**src/hw/rtl/tfc_pkg.sv**
```systemverilog
package tfc_pkg;

    localparam int PlaneW = 64;
    localparam int KeyW   = 2 * PlaneW;
    localparam int Rows   = 8;
    localparam int Cols   = 8;

    typedef logic [PlaneW-1:0] plane_t;
    typedef logic [KeyW-1:0]   key_t;

    typedef struct packed {
        plane_t high;
        plane_t low;
    } tile_t;

    typedef struct packed {
        tile_t tile;
        logic  mirror_v;
        logic  mirror_h;
    } result_t;

    // reverse bit order inside every byte (left-right mirror)
    function automatic plane_t mirror_rows(input plane_t p);
        plane_t r;
        r = '0;
        for (int y = 0; y < Rows; y++)
        begin
            for (int b = 0; b < Cols; b++)
            begin
                r[Cols*y + (Cols-1-b)] = p[Cols*y + b];
            end
        end
        return r;
    endfunction

    // reverse byte order (top-bottom mirror)
    function automatic plane_t mirror_cols(input plane_t p);
        plane_t r;
        r = '0;
        for (int y = 0; y < Rows; y++)
        begin
            r[Cols*(Rows-1-y) +: Cols] = p[Cols*y +: Cols];
        end
        return r;
    endfunction

    function automatic tile_t flip_tile(input tile_t t, input logic fh, input logic fv);
        tile_t r;
        r = t;
        if (fh)
        begin
            r.low  = mirror_rows(r.low);
            r.high = mirror_rows(r.high);
        end
        if (fv)
        begin
            r.low  = mirror_cols(r.low);
            r.high = mirror_cols(r.high);
        end
        return r;
    endfunction

    // ordering key: pixel (0,0) in the top two bits, row-major
    function automatic key_t make_key(input tile_t t);
        key_t k;
        k = '0;
        for (int y = 0; y < Rows; y++)
        begin
            for (int x = 0; x < Cols; x++)
            begin
                k[KeyW-1 - 2*(Cols*y + x)] = t.high[Cols*y + (Cols-1-x)];
                k[KeyW-2 - 2*(Cols*y + x)] = t.low[Cols*y + (Cols-1-x)];
            end
        end
        return k;
    endfunction

endpackage

```
**src/hw/rtl/tile_flip_canonicalizer_top.sv**
```systemverilog
// Tile flip canonicalizer: each item on s_* is one 8x8 tile of 2-bit pixels as two
// bitplanes; each item on m_* is the least of its four mirror images (none,
// left-right, top-bottom, both), compared pixel by pixel in row-major order, ties
// kept in that order, with the two flip flags in m_tuser. One item per cycle while
// the output is not stalled. Stages: an input register, then the mirror/compare
// logic into the output register. Back pressure holds each full stage in place;
// an empty input stage still takes an item while the output waits.
module tile_flip_canonicalizer_top
    import tfc_pkg::*;
(
    input  logic         clk,
    input  logic         rst_n,
    input  logic         s_tvalid,
    output logic         s_tready,
    input  logic [127:0] s_tdata,   // tile_low_plane, tile_high_plane
    output logic         m_tvalid,
    input  logic         m_tready,
    output logic [127:0] m_tdata,   // canon_low_plane, canon_high_plane
    output logic [1:0]   m_tuser    // mirrored_horizontally, mirrored_vertically
);

    logic    s1_valid_reg, s1_valid_next;
    tile_t   s1_tile_reg, s1_tile_next;
    logic    s2_valid_reg, s2_valid_next;
    result_t s2_result_reg, s2_result_next;
    result_t sel_result;
    logic    adv2;

    tfc_select u_select (
        .tile   (s1_tile_reg),
        .result (sel_result)
    );

    assign adv2     = !s2_valid_reg || m_tready;
    assign s_tready = !s1_valid_reg || adv2;

    always_comb
    begin
        s1_valid_next  = s_tready ? s_tvalid : s1_valid_reg;
        s1_tile_next   = s1_tile_reg;
        if (s_tvalid && s_tready)
        begin
            s1_tile_next.low  = s_tdata[63:0];
            s1_tile_next.high = s_tdata[127:64];
        end
        s2_valid_next  = adv2 ? s1_valid_reg : s2_valid_reg;
        s2_result_next = (adv2 && s1_valid_reg) ? sel_result : s2_result_reg;
    end

    always_ff @(posedge clk or negedge rst_n)
    begin
        if (!rst_n)
        begin
            s1_valid_reg <= 1'b0;
            s2_valid_reg <= 1'b0;
        end
        else
        begin
            s1_valid_reg <= s1_valid_next;
            s2_valid_reg <= s2_valid_next;
        end
    end

    always_ff @(posedge clk)
    begin
        s1_tile_reg   <= s1_tile_next;
        s2_result_reg <= s2_result_next;
    end

    assign m_tvalid       = s2_valid_reg;
    assign m_tdata[63:0]  = s2_result_reg.tile.low;
    assign m_tdata[127:64] = s2_result_reg.tile.high;
    assign m_tuser[0]     = s2_result_reg.mirror_h;
    assign m_tuser[1]     = s2_result_reg.mirror_v;

`ifndef SYNTH
    tile_t chk_undo;
    assign chk_undo = flip_tile(s2_result_reg.tile, s2_result_reg.mirror_h,
                                s2_result_reg.mirror_v);

    // a stalled output keeps the waiting input item in place
    a_hold_s1: assert property (@(posedge clk) disable iff (!rst_n)
        s1_valid_reg && m_tvalid && !m_tready |=> s1_valid_reg)
        else $error("input stage item dropped under stall");

    // output is never larger than any of its mirror images
    a_min_key: assert property (@(posedge clk) disable iff (!rst_n)
        m_tvalid |-> (make_key(s2_result_reg.tile) <=
                      make_key(flip_tile(s2_result_reg.tile, 1'b1, 1'b0))) &&
                     (make_key(s2_result_reg.tile) <=
                      make_key(flip_tile(s2_result_reg.tile, 1'b0, 1'b1))) &&
                     (make_key(s2_result_reg.tile) <=
                      make_key(flip_tile(s2_result_reg.tile, 1'b1, 1'b1))))
        else $error("output tile is not minimal");

    // a reported flip must beat the unflipped tile strictly
    a_flip_strict: assert property (@(posedge clk) disable iff (!rst_n)
        m_tvalid && (m_tuser[0] || m_tuser[1]) |->
            make_key(s2_result_reg.tile) < make_key(chk_undo))
        else $error("flip reported on a tie");
`endif

endmodule

```
**src/hw/rtl/tfc_select.sv**
```systemverilog
module tfc_select
    import tfc_pkg::*;
(
    input  tile_t   tile,
    output result_t result
);

    tile_t cand0, cand1, cand2, cand3;
    key_t  key0, key1, key2, key3;
    tile_t win01, win23;
    key_t  key01, key23;
    logic  h01, h23, v23;
    logic  take1, take3, take23;

    assign cand0 = tile;
    assign cand1 = flip_tile(tile, 1'b1, 1'b0);
    assign cand2 = flip_tile(tile, 1'b0, 1'b1);
    assign cand3 = flip_tile(tile, 1'b1, 1'b1);

    assign key0 = make_key(cand0);
    assign key1 = make_key(cand1);
    assign key2 = make_key(cand2);
    assign key3 = make_key(cand3);

    // ties keep the earlier candidate
    assign take1  = key1 < key0;
    assign take3  = key3 < key2;
    assign win01  = take1 ? cand1 : cand0;
    assign key01  = take1 ? key1 : key0;
    assign h01    = take1;
    assign win23  = take3 ? cand3 : cand2;
    assign key23  = take3 ? key3 : key2;
    assign h23    = take3;
    assign v23    = 1'b1;
    assign take23 = key23 < key01;

    always_comb
    begin
        result.tile     = take23 ? win23 : win01;
        result.mirror_h = take23 ? h23 : h01;
        result.mirror_v = take23 ? v23 : 1'b0;
    end

endmodule

```
**config.mk**
```make
export PLATFORM = sky130hd
export DESIGN_NAME = tile_flip_canonicalizer_top
export DESIGN_NICKNAME = d
export VERILOG_FILES = /design/src/hw/rtl/tfc_pkg.sv /design/src/hw/rtl/tile_flip_canonicalizer_top.sv /design/src/hw/rtl/tfc_select.sv
export SDC_FILE = /design/constraint.sdc
export NUM_CORES = 1
export LEC_CHECK = 0
export BUFFER_PORTS_ARGS = -buffer_cell sky130_fd_sc_hd__buf_2
export CORE_ASPECT_RATIO = 0.8
export CORE_MARGIN = 3
export CORE_UTILIZATION = 52
export CTS_CLUSTER_SIZE = 8
export DETAILED_ROUTE_END_ITERATION = 7
export PLACE_DENSITY = 0.8
export SLEW_MARGIN = 40
export SYNTH_ARGS = -nofsm -noshare
export SYNTH_HDL_FRONTEND = slang
export SYNTH_HIERARCHICAL = 1
export SYNTH_SLANG_ARGS = --single-unit
```
**constraint.sdc**
```tcl
create_clock -name clk -period 8.5 [get_ports clk]
set_input_delay 1.7 -clock clk [delete_from_list [all_inputs] [get_ports clk]]
set_output_delay 1.7 -clock clk [all_outputs]
set_load 0.005 [all_outputs]
```
After elaboration in Yosys (flattened, before gate mapping)
Cells that the tools add are included.

storage, ports and cells
  register bits = 260
  bits in latches = 0
  RAM bits = 0
  ROM bits = 0
  input port bits = 132
  output and inout bits = 132
  memories kept = 0

operators by class
  add/sub/neg operators = 0
  $mul = 0
  div/mod/pow operators = 0
  magnitude comparators = 3
  equality and inequality tests = 0
  shift-type cells = 0
  muxes and demuxes = 7
  bitwise logic cells = 0
  reduce and logical (&&, ||, !) cells = 6

operator list
  cell                  number
  128-bit 2-to-1 mux    5
  128-bit < comparator  3
  1-bit logical AND     2
  1-bit zero test       2
  1-bit logical OR      2
  1-bit 2-to-1 mux      2

Logic depth before layout (Yosys ltp)
Gate-level depths: netlist of the first run.

  depth after elaboration = 4
  gate-level depth with buffers = 28

Hierarchy
The synthesis of the first run kept the hierarchy.

by module, submodules not included
  module                       times used  cells an instance  area an instance (um2)
  tfc_select                   1           1634               10303.6
  tile_flip_canonicalizer_top  1           266                7851.3

Least setup slack after synthesis of the first run
OpenSTA, ideal clock, no wires.

  path kind = flip-flop to flip-flop
  from = reg s1_tile_reg[56] in the netlist's numbering
  to = reg s2_result_reg (netlist bit m_tuser[0]) (data pin)
  setup time = 273 ps
  arrival = 5500 ps
  path slack = 2727 ps
  cell stages (with the launch flop) = 29
  path buffers = 5
  period minus slack after synthesis = 5773 ps
  cell sequence = edfxtp_1 > inv_1 > ha_1 > nand4_1 > nor4_1 > nand3_1 > a2111oi_0 > nor3_1 > nand4_1 > clkbuf_1 > clkbuf_1 > nor2_1 > a21oi_1 > inv_1 > ha_1 > a21oi_1 > o21ai_1 > a2111oi_0 > nor3_1 > a2111oi_0 > o21ai_0 > or3_1 > a31oi_1 > o21ai_1 > buf_4 > inv_2 > buf_6 > buf_6 > o32ai_1

RTL lines
  item                      line                               text
  start: declaration        tile_flip_canonicalizer_top.sv:23  tile_t s1_tile_reg, s1_tile_next;
  start signal: assignment  tile_flip_canonicalizer_top.sv:66  s1_tile_reg <= s1_tile_next;
  end signal: assignment    tile_flip_canonicalizer_top.sv:67  s2_result_reg <= s2_result_next;
  end: declaration          tile_flip_canonicalizer_top.sv:25  result_t s2_result_reg, s2_result_next;

==> results.txt, run 1 <==
----------------------------------------------------
[Global route]
  Initial antenna violation count ... 2
  Via count of the first global-routing pass ... 14966
  Gr ovfl total ... 0
  Wire length of the first global-routing pass ... 83400 um
  Total Routing Usage GR ... 28.4%
  Pin count of the biggest net entering global routing ... 129

[Synth]
  Netlist cell types ... 51
  Mean cell area of the mapped netlist ... 9.56 sq um
  Most numerous cell in the Yosys netlist ... a21oi_1
  Post-synth top area cell ... edfxtp_1
  Instance count of the mapped netlist ... 1900
  Ranking of synthesized cells by instance count ... 324 x a21oi_1, 283 x nor2_1, 272 x inv_1
  Cell types with the largest area share after synthesis ... edfxtp_1 43%, ha_1 18%, a21oi_1 8.9%
  Predominant post-synthesis flop cell ... edfxtp_1
  Share of flip-flops with an asynchronous set or reset ... 0.769%
  Count of flip-flops with a built-in enable after synthesis ... 258
  Share of the yosys chip area belonging to registers ... 42.9%
  Net count of the mapped netlist ... 2289
  Post-synth top area share ... 42.7%
  Total standard cell area after synthesis ... 18200 sq um
  Synth Warn # ... 6
  Flops & latches, synth ... 260

[CTS]
  Root Driver ... clkbuf_16
  Number of buffers on the longest clock path ... 3
  Number of buffers inserted by post-CTS setup repair ... 0
  Clock sink total ... 260
  Number of buffers added by the clock tree synthesis step ... 38
  TritonCTS clock tree ... done
  Post_cts resized ... 0
  Clock transition at the registers of the reported paths ... 0.04 ns
  H-tree depth ... 2
  Clock latency on the worst-skew pair ... 0.53 ns
  Post-cts hold buffer count ... 0

[Floorplan]
  Area of the core ... 34000 sq um
  Die span in x ... 215 um
  Initial standard-cell utilization of the core ... 53.4%
  Die Y ... 173 um
  Number of standard-cell rows in the floorplan ... 60
  Num ports ... 264
  Die area ... 37200 sq um

[Power]
  Relative contribution of the clock network to total power ... 29.1%
  Max IR drop VDD ... 175 uV
  Part of the total power dissipated in combinational logic ... 33.7%
  Leakage Power ... 9.94 nW
  Internal ... 0.00309 W
  Switching share of total power ... 34.1%
  Power density over the cells ... 223 nW/um^2
  Net switching power ... 0.00160 W
  Sequential group share of total power ... 37.2%

[Place]
  Post-Place Setup Slack ... 1.04 ns
  HPWL Detailed ... 41200 um
  Area after detailed placement ... 20000 sq um
  Final estimated routing congestion in global placement ... 0.989
  IO Port Bufs ... 263

[STA]
  Final setup viols ... 0
  Final worst-path setup slack ... 0.935 ns
  Worst max-slew margin expressed relative to the limit ... 46.5%
  Clock skew after layout ... 0.0208 ns
  Fmax ... 0.132 GHz
  Fraction of the cycle the final worst path needs ... 89.0%
  Post-Route Setup TNS ... 0 ns
  Hold violation count in the final report ... 0
  Final worst path period need ... 7.56 ns
  Pins over their slew limit ... 0
  Transition at the pin with the smallest max-transition slack ... 0.796 ns
  Unrepaired setup endpoints after global routing ... no

[Final layout]
  Total Nets Final ... 2538
  Post-route cell area ... 21100 sq um
  Fillers ... 2866
  Diode count ... 0
  Fraction of final layout cells with drive strength greater than 1 ... 15.4%
  Area growth from synthesis to layout ... 15.9%

[Routing]
  Routed length per instance ... 20.8 um
  Router iterations before antenna repair ... 6
  Via density ... 5.84
  Detailed-route DRC error count ... 0
  Final antenna-violating net count ... 0
  Detailed-route via count ... 15285
  Initial drt markers ... 1696
  Wire length reported by the detailed router ... 54400 um

[Worst setup path]
  Crit-path max cell delay ... 0.62 ns
  Endpoint of the most critical setup path ... m_tdata[25]
  Arrival @ worst endpoint ... 7.86 ns
  Critical path fanouts, max ... 85
  Slowest cell on the critical path ... nor3_1
  Start point of the critical path ... s1_tile_reg[33]
  Kind of start point of the critical path ... flip-flop
  Startpoint of the most critical register-to-register path ... s1_tile_reg[33]
  Classification of the worst setup path ... flip-flop to flip-flop
  Sort of element at the end of the critical path ... flip-flop
  Capture instance of the worst register-to-register path ... m_tdata[25]
  Required time of the critical path ... 8.80 ns
  Cell occurring most often along the worst timing path ... nor3_1
  Register-to-register setup slack ... 0.94 ns
  Worst-case reg-to-reg path depth ... 26

[Worst hold path]
  Number of stages on the worst hold path ... 1
  Class of the tightest hold or removal check ... flip-flop to flip-flop

[Outcome]
  Outcome ... finished clean

[Run]
  Number of max-cap violations ... 0

----------------------------------------------------
-- placed cells by master, fill, tap and decap left out, types with 2 or more instances in the layout --
cell,netlist,layout
a311oi_1,2,2
nor2_1,283,283
o21a_1,9,9
a2111oi_0,8,6
a211oi_1,22,22
nor4_1,15,15
mux2i_1,129,129
clkbuf_1,53,2
o21ai_0,48,48
nor3_1,15,13
buf_12,0,7
o2111ai_1,2,2
inv_1,272,272
nand3_1,24,23
dfrtp_1,2,2
nor3_2,0,2
nand2b_1,6,6
nor2b_1,5,5
and2_4,1,2
o31ai_1,3,3
and4_1,6,6
buf_4,2,6
a31oi_1,4,4
buf_2,9,263
o22ai_1,8,8
nand2_1,48,48
o221ai_1,3,3
o21bai_1,2,2
buf_6,3,3
o21ai_1,3,2
o211ai_1,3,3
clkbuf_16,0,41
ha_1,257,257
edfxtp_1,258,258
a221oi_1,4,4
nand4_1,34,34
a21o_1,13,13
or3_1,3,3
a21oi_1,324,324
-- layout make-up --
cell class,count,area [sq um],area share (%)
multi-input combinational,1297,9070,43.1
timing repair buffer,279,1540,7.29
sequential,260,7800,37.0
clock inverter,1,3.75,0.0178
tap,465,582,2.76
inverter,273,1030,4.87
clock buffer,43,1030,4.91
-- how the worst min path moves through the flow --
stage                      start  endpoint  slack (ns)
floorplan           s1_valid_reg  m_tvalid        0.51
global placement    s1_valid_reg  m_tvalid        0.53
detailed placement  s1_valid_reg  m_tvalid        0.55
CTS                 s1_valid_reg  m_tvalid        0.56
global route        s1_valid_reg  m_tvalid        0.58
finish              s1_valid_reg  m_tvalid        0.55
-- worst max-delay path, delay by kind of cell (launching register included) --
family,cells,cell delay [ns]
AOI/OAI and AO/OA,6,1.80
adders and majority gates,2,0.71
buffers and inverters,6,1.36
DFF,1,0.43
muxes,1,0.39
and+or+nand+nor,11,2.55
-- through the flow --
stage	power [W]	hold slack, ns	util, %	std cells
2_1_floorplan	0.00276	0.511	-	1900
3_3_place_gp	0.00327	0.532	58.6	2572
3_5_place_dp	0.00331	0.545	58.7	2573
4_1_cts	0.00470	0.559	61.8	2617
5_1_grt	0.00495	0.582	61.9	2618
6_report	0.00470	0.554	61.9	2618
-- logic make-up (layout without fill, tap and decap cells) --
family	Yosys count	after routing	synth area share (%)
AO/OA/AOI/OAI	466	466	14.2
AND/OR/NAND/NOR	445	445	10.7
buffers and inverters	343	596	7.32
flip-flops	260	260	42.9
adder cells (fa/ha/maj)	257	257	17.7
multiplexers	129	129	7.11
-- power groups by stage --
stage	Combinational (W)	Clock [W]	Sequential [W]
after floorplan	0.00101	0	0.00175
after global placement	0.00150	0	0.00177
after detailed placement	0.00154	0	0.00177
after CTS	0.00155	0.00140	0.00175
after global routing	0.00174	0.00145	0.00176
final	0.00158	0.00137	0.00175
-- per-layer routing --
metal  up-vias  part of all wire (%)  GRT usage (%)
met4         4                   1.6           6.10
li1       7203                     -              -
met5         -                 0.039              0
met3        72                    10           6.17
met2       797                    44           43.8
met1      7209                    44           41.2
Note: power is estimated with default switching activity, not from simulation.
==> run 2: changes to the inputs <==
--- a/config.mk
+++ b/config.mk
@@ -5,13 +5,15 @@
 export SDC_FILE = /design/constraint.sdc
 export NUM_CORES = 1
 export LEC_CHECK = 0
+export ABC_CLOCK_PERIOD_IN_PS = 8500
 export BUFFER_PORTS_ARGS = -buffer_cell sky130_fd_sc_hd__buf_2
 export CORE_ASPECT_RATIO = 0.8
 export CORE_MARGIN = 3
-export CORE_UTILIZATION = 52
+export CORE_UTILIZATION = 60
 export CTS_CLUSTER_SIZE = 8
 export DETAILED_ROUTE_END_ITERATION = 7
-export PLACE_DENSITY = 0.8
+export HOLD_SLACK_MARGIN = 0.05
+export PLACE_DENSITY = 0.89
 export SLEW_MARGIN = 40
 export SYNTH_ARGS = -nofsm -noshare
 export SYNTH_HDL_FRONTEND = slang
==> results.txt, run 2 (synthesized netlist as in run 1, its figures left out) <==
----------------------------------------------------
[Global route]
  Wire length of the first global-routing pass ... 82900 um (-0.55%)
  Initial antenna violation count ... 0 (-2)
  Via count of the first global-routing pass ... 14803 (-1.1%)
  Gr ovfl total ... 0 (unchanged)
  Total Routing Usage GR ... 32.6% (+4.2 points)
  Pin count of the biggest net entering global routing ... 140 (+8.5%)

[Final layout]
  Final cell count without fillers ... 2568 (-1.9%)
  Fraction of final layout cells with drive strength greater than 1 ... 15.4% (+0.029 points)
  Commonest non-fill, non-tap cell in the layout ... a21oi_1
  Area growth from synthesis to layout ... 15.8%
  Post-route cell area ... 21000 sq um (-0.15%)
  Diode count ... 0 (unchanged)
  Total Nets Final ... 2542 (+0.16%)
  Top library cells by usage in the layout, fill and taps aside ... 324 x a21oi_1, 283 x nor2_1, 272 x inv_1, 263 x buf_2, 258 x edfxtp_1

[STA]
  Hold violation count in the final report ... 0 (unchanged)
  Transition at the pin with the smallest max-transition slack ... 0.823 ns (+0.0276 ns)
  Final worst-path setup slack ... 0.499 ns (-0.436 ns)
  Pins over their slew limit ... 0 (unchanged)
  Final worst path period need ... 8.00 ns (+0.436 ns)
  Final setup viols ... 0 (unchanged)
  Fraction of the cycle the final worst path needs ... 94.1% (+5.1 points)
  Fmax ... 0.125 GHz (-5.5%)
  Post-Route Setup TNS ... 0 ns (unchanged)
  Hold Slack ... 0.560 ns (+0.00596 ns)
  Unrepaired setup endpoints after global routing ... no
  Clock skew after layout ... 0.0220 ns (+0.00118 ns)
  Worst max-slew margin expressed relative to the limit ... 43.7% (-2.8 points)

[Worst setup path]
  Kind of start point of the critical path ... flip-flop
  Arrival @ worst endpoint ... 8.33 ns (+0.47 ns)
  Sort of element at the end of the critical path ... flip-flop
  Classification of the worst setup path ... flip-flop to flip-flop
  Critical path fanouts, max ... 59 (-31%)
  Required time of the critical path ... 8.83 ns (+0.03 ns)

[Routing]
  Via density ... 6.04 (+3.5%)
  Wire length reported by the detailed router ... 54500 um (+0.29%)
  Final antenna-violating net count ... 0 (unchanged)
  Detailed-route via count ... 15523 (+1.6%)
  Router iterations before antenna repair ... 6 (unchanged)
  Routed length per instance ... 21.2 um (+2.2%)
  Detailed-route DRC error count ... 0 (unchanged)
  Initial drt markers ... 2054 (+21%)

[Place]
  Final estimated routing congestion in global placement ... 0.992 (+0.37%)
  HPWL Detailed ... 41000 um (-0.39%)
  Post-Place Setup Slack ... 0.839 ns (-0.198 ns)
  IO Port Bufs ... 263 (unchanged)
  Area after detailed placement ... 19900 sq um (-0.21%)
  Cell count after placement ... 2519 (-2.1%)

[Floorplan]
  Die area ... 32400 sq um (-13%)
  Number of standard-cell rows in the floorplan ... 56 (-6.7%)
  Die Y ... 162 um (-6.7%)
  Num ports ... 264 (unchanged)
  Die span in x ... 200 um (-6.7%)
  Area of the core ... 29600 sq um (-13%)
  Initial standard-cell utilization of the core ... 61.4% (+8.0 points)

[Power]
  Leakage Power ... 9.97 nW (+0.32%)
  Max IR drop VDD ... 177 uV (+1.1%)
  Power density over the cells ... 227 nW/um^2 (+1.7%)

[CTS]
  Number of buffers inserted by post-CTS setup repair ... 0 (unchanged)
  Number of buffers on the longest clock path ... 3 (unchanged)
  Post_cts resized ... 0 (unchanged)
  Root Driver ... clkbuf_16
  Clock transition at the registers of the reported paths ... 0.05 ns (about the same)
  H-tree depth ... 2 (unchanged)
  Number of buffers added by the clock tree synthesis step ... 38 (unchanged)
  Clock sink total ... 260 (unchanged)
  TritonCTS clock tree ... done
  Post-cts hold buffer count ... 0 (unchanged)
  Clock latency on the worst-skew pair ... 0.54 ns (about the same)

[Run]
  Number of max-cap violations ... 0 (unchanged)

[Outcome]
  Outcome ... finished clean

[Worst hold path]
  Class of the tightest hold or removal check ... flip-flop to flip-flop

----------------------------------------------------
[run 2: changes by cell type in the layout (fill, tap and decap cells not counted), moves of 2 or more]
cell	delta
nor3_2	-2
buf_4	+6
nor3_1	+2
a2111oi_0	+2
clkbuf_1	+5
[run 2: worst max-delay path, stage by stage (launching register included)]
cell and delay [ns]:
edfxtp_1 0.48, inv_1 0.17, ha_1 0.40, and4_1 0.22
a221oi_1 0.43, or3b_1 0.38, a2111oi_0 0.77, nand3_4 0.56
buf_4 0.41, buf_4 0.33, a21oi_1 0.46, ha_1 0.37
nand4_1 0.10, nor2_1 0.05, nand3_1 0.16, nor3_1 0.08
a2111oi_0 0.36, o21ai_0 0.17, or3_1 0.43, a31oi_1 0.41
o21ai_4 0.13, clkinv_2 0.25, buf_4 0.34, mux2i_1 0.33
[run 2: final timing paths]
kind	start	to	slack (ns)	cells after the start
worst max-delay path	s1_tile_reg[73]	m_tdata[0]	0.50	23
worst min-delay path	s1_valid_reg	m_tvalid	0.56	1
worst max register to register	s1_tile_reg[73]	m_tdata[0]	0.50	23
worst min register to register	s1_valid_reg	m_tvalid	0.56	1
max in group asynchronous	rst_n	s1_valid_reg	7.45	1
min in group asynchronous	rst_n	m_tvalid	0.95	1
[run 2: power by group]
part | leakage, nW | switching (W) | internal (W)
Clock | 0.528 | 0.000537 | 0.000881
Sequential | 2.51 | 0.0000943 | 0.00165
Combinational | 6.93 | 0.000997 | 0.000611
[run 2: layout make-up]
type / count / area, sq um
inverter: 273 / 1030
clock buffer: 48 / 1050
sequential: 260 / 7800
clock inverter: 1 / 30.0
tap: 406 / 508
fill: 2264 / 8550
timing repair buffer: 283 / 1550
multi-input combinational: 1297 / 9050
[run 2: through the flow]
step / util, % / power [W]
floorplan: - / 0.00276
CTS: 71.1 / 0.00476
global route: 71.1 / 0.00500
global placement: 67.3 / 0.00328
detailed placement: 67.4 / 0.00332
finish: 71.1 / 0.00477
[run 2: layer usage]
layer  global-route usage [%]  share of wire [%]  routed length, um
met5                        0                  0                  0
met4                     9.48                2.9               1580
met3                     5.80                 10               5450
met2                     49.6                 44              23800
met1                     48.1                 43              23700
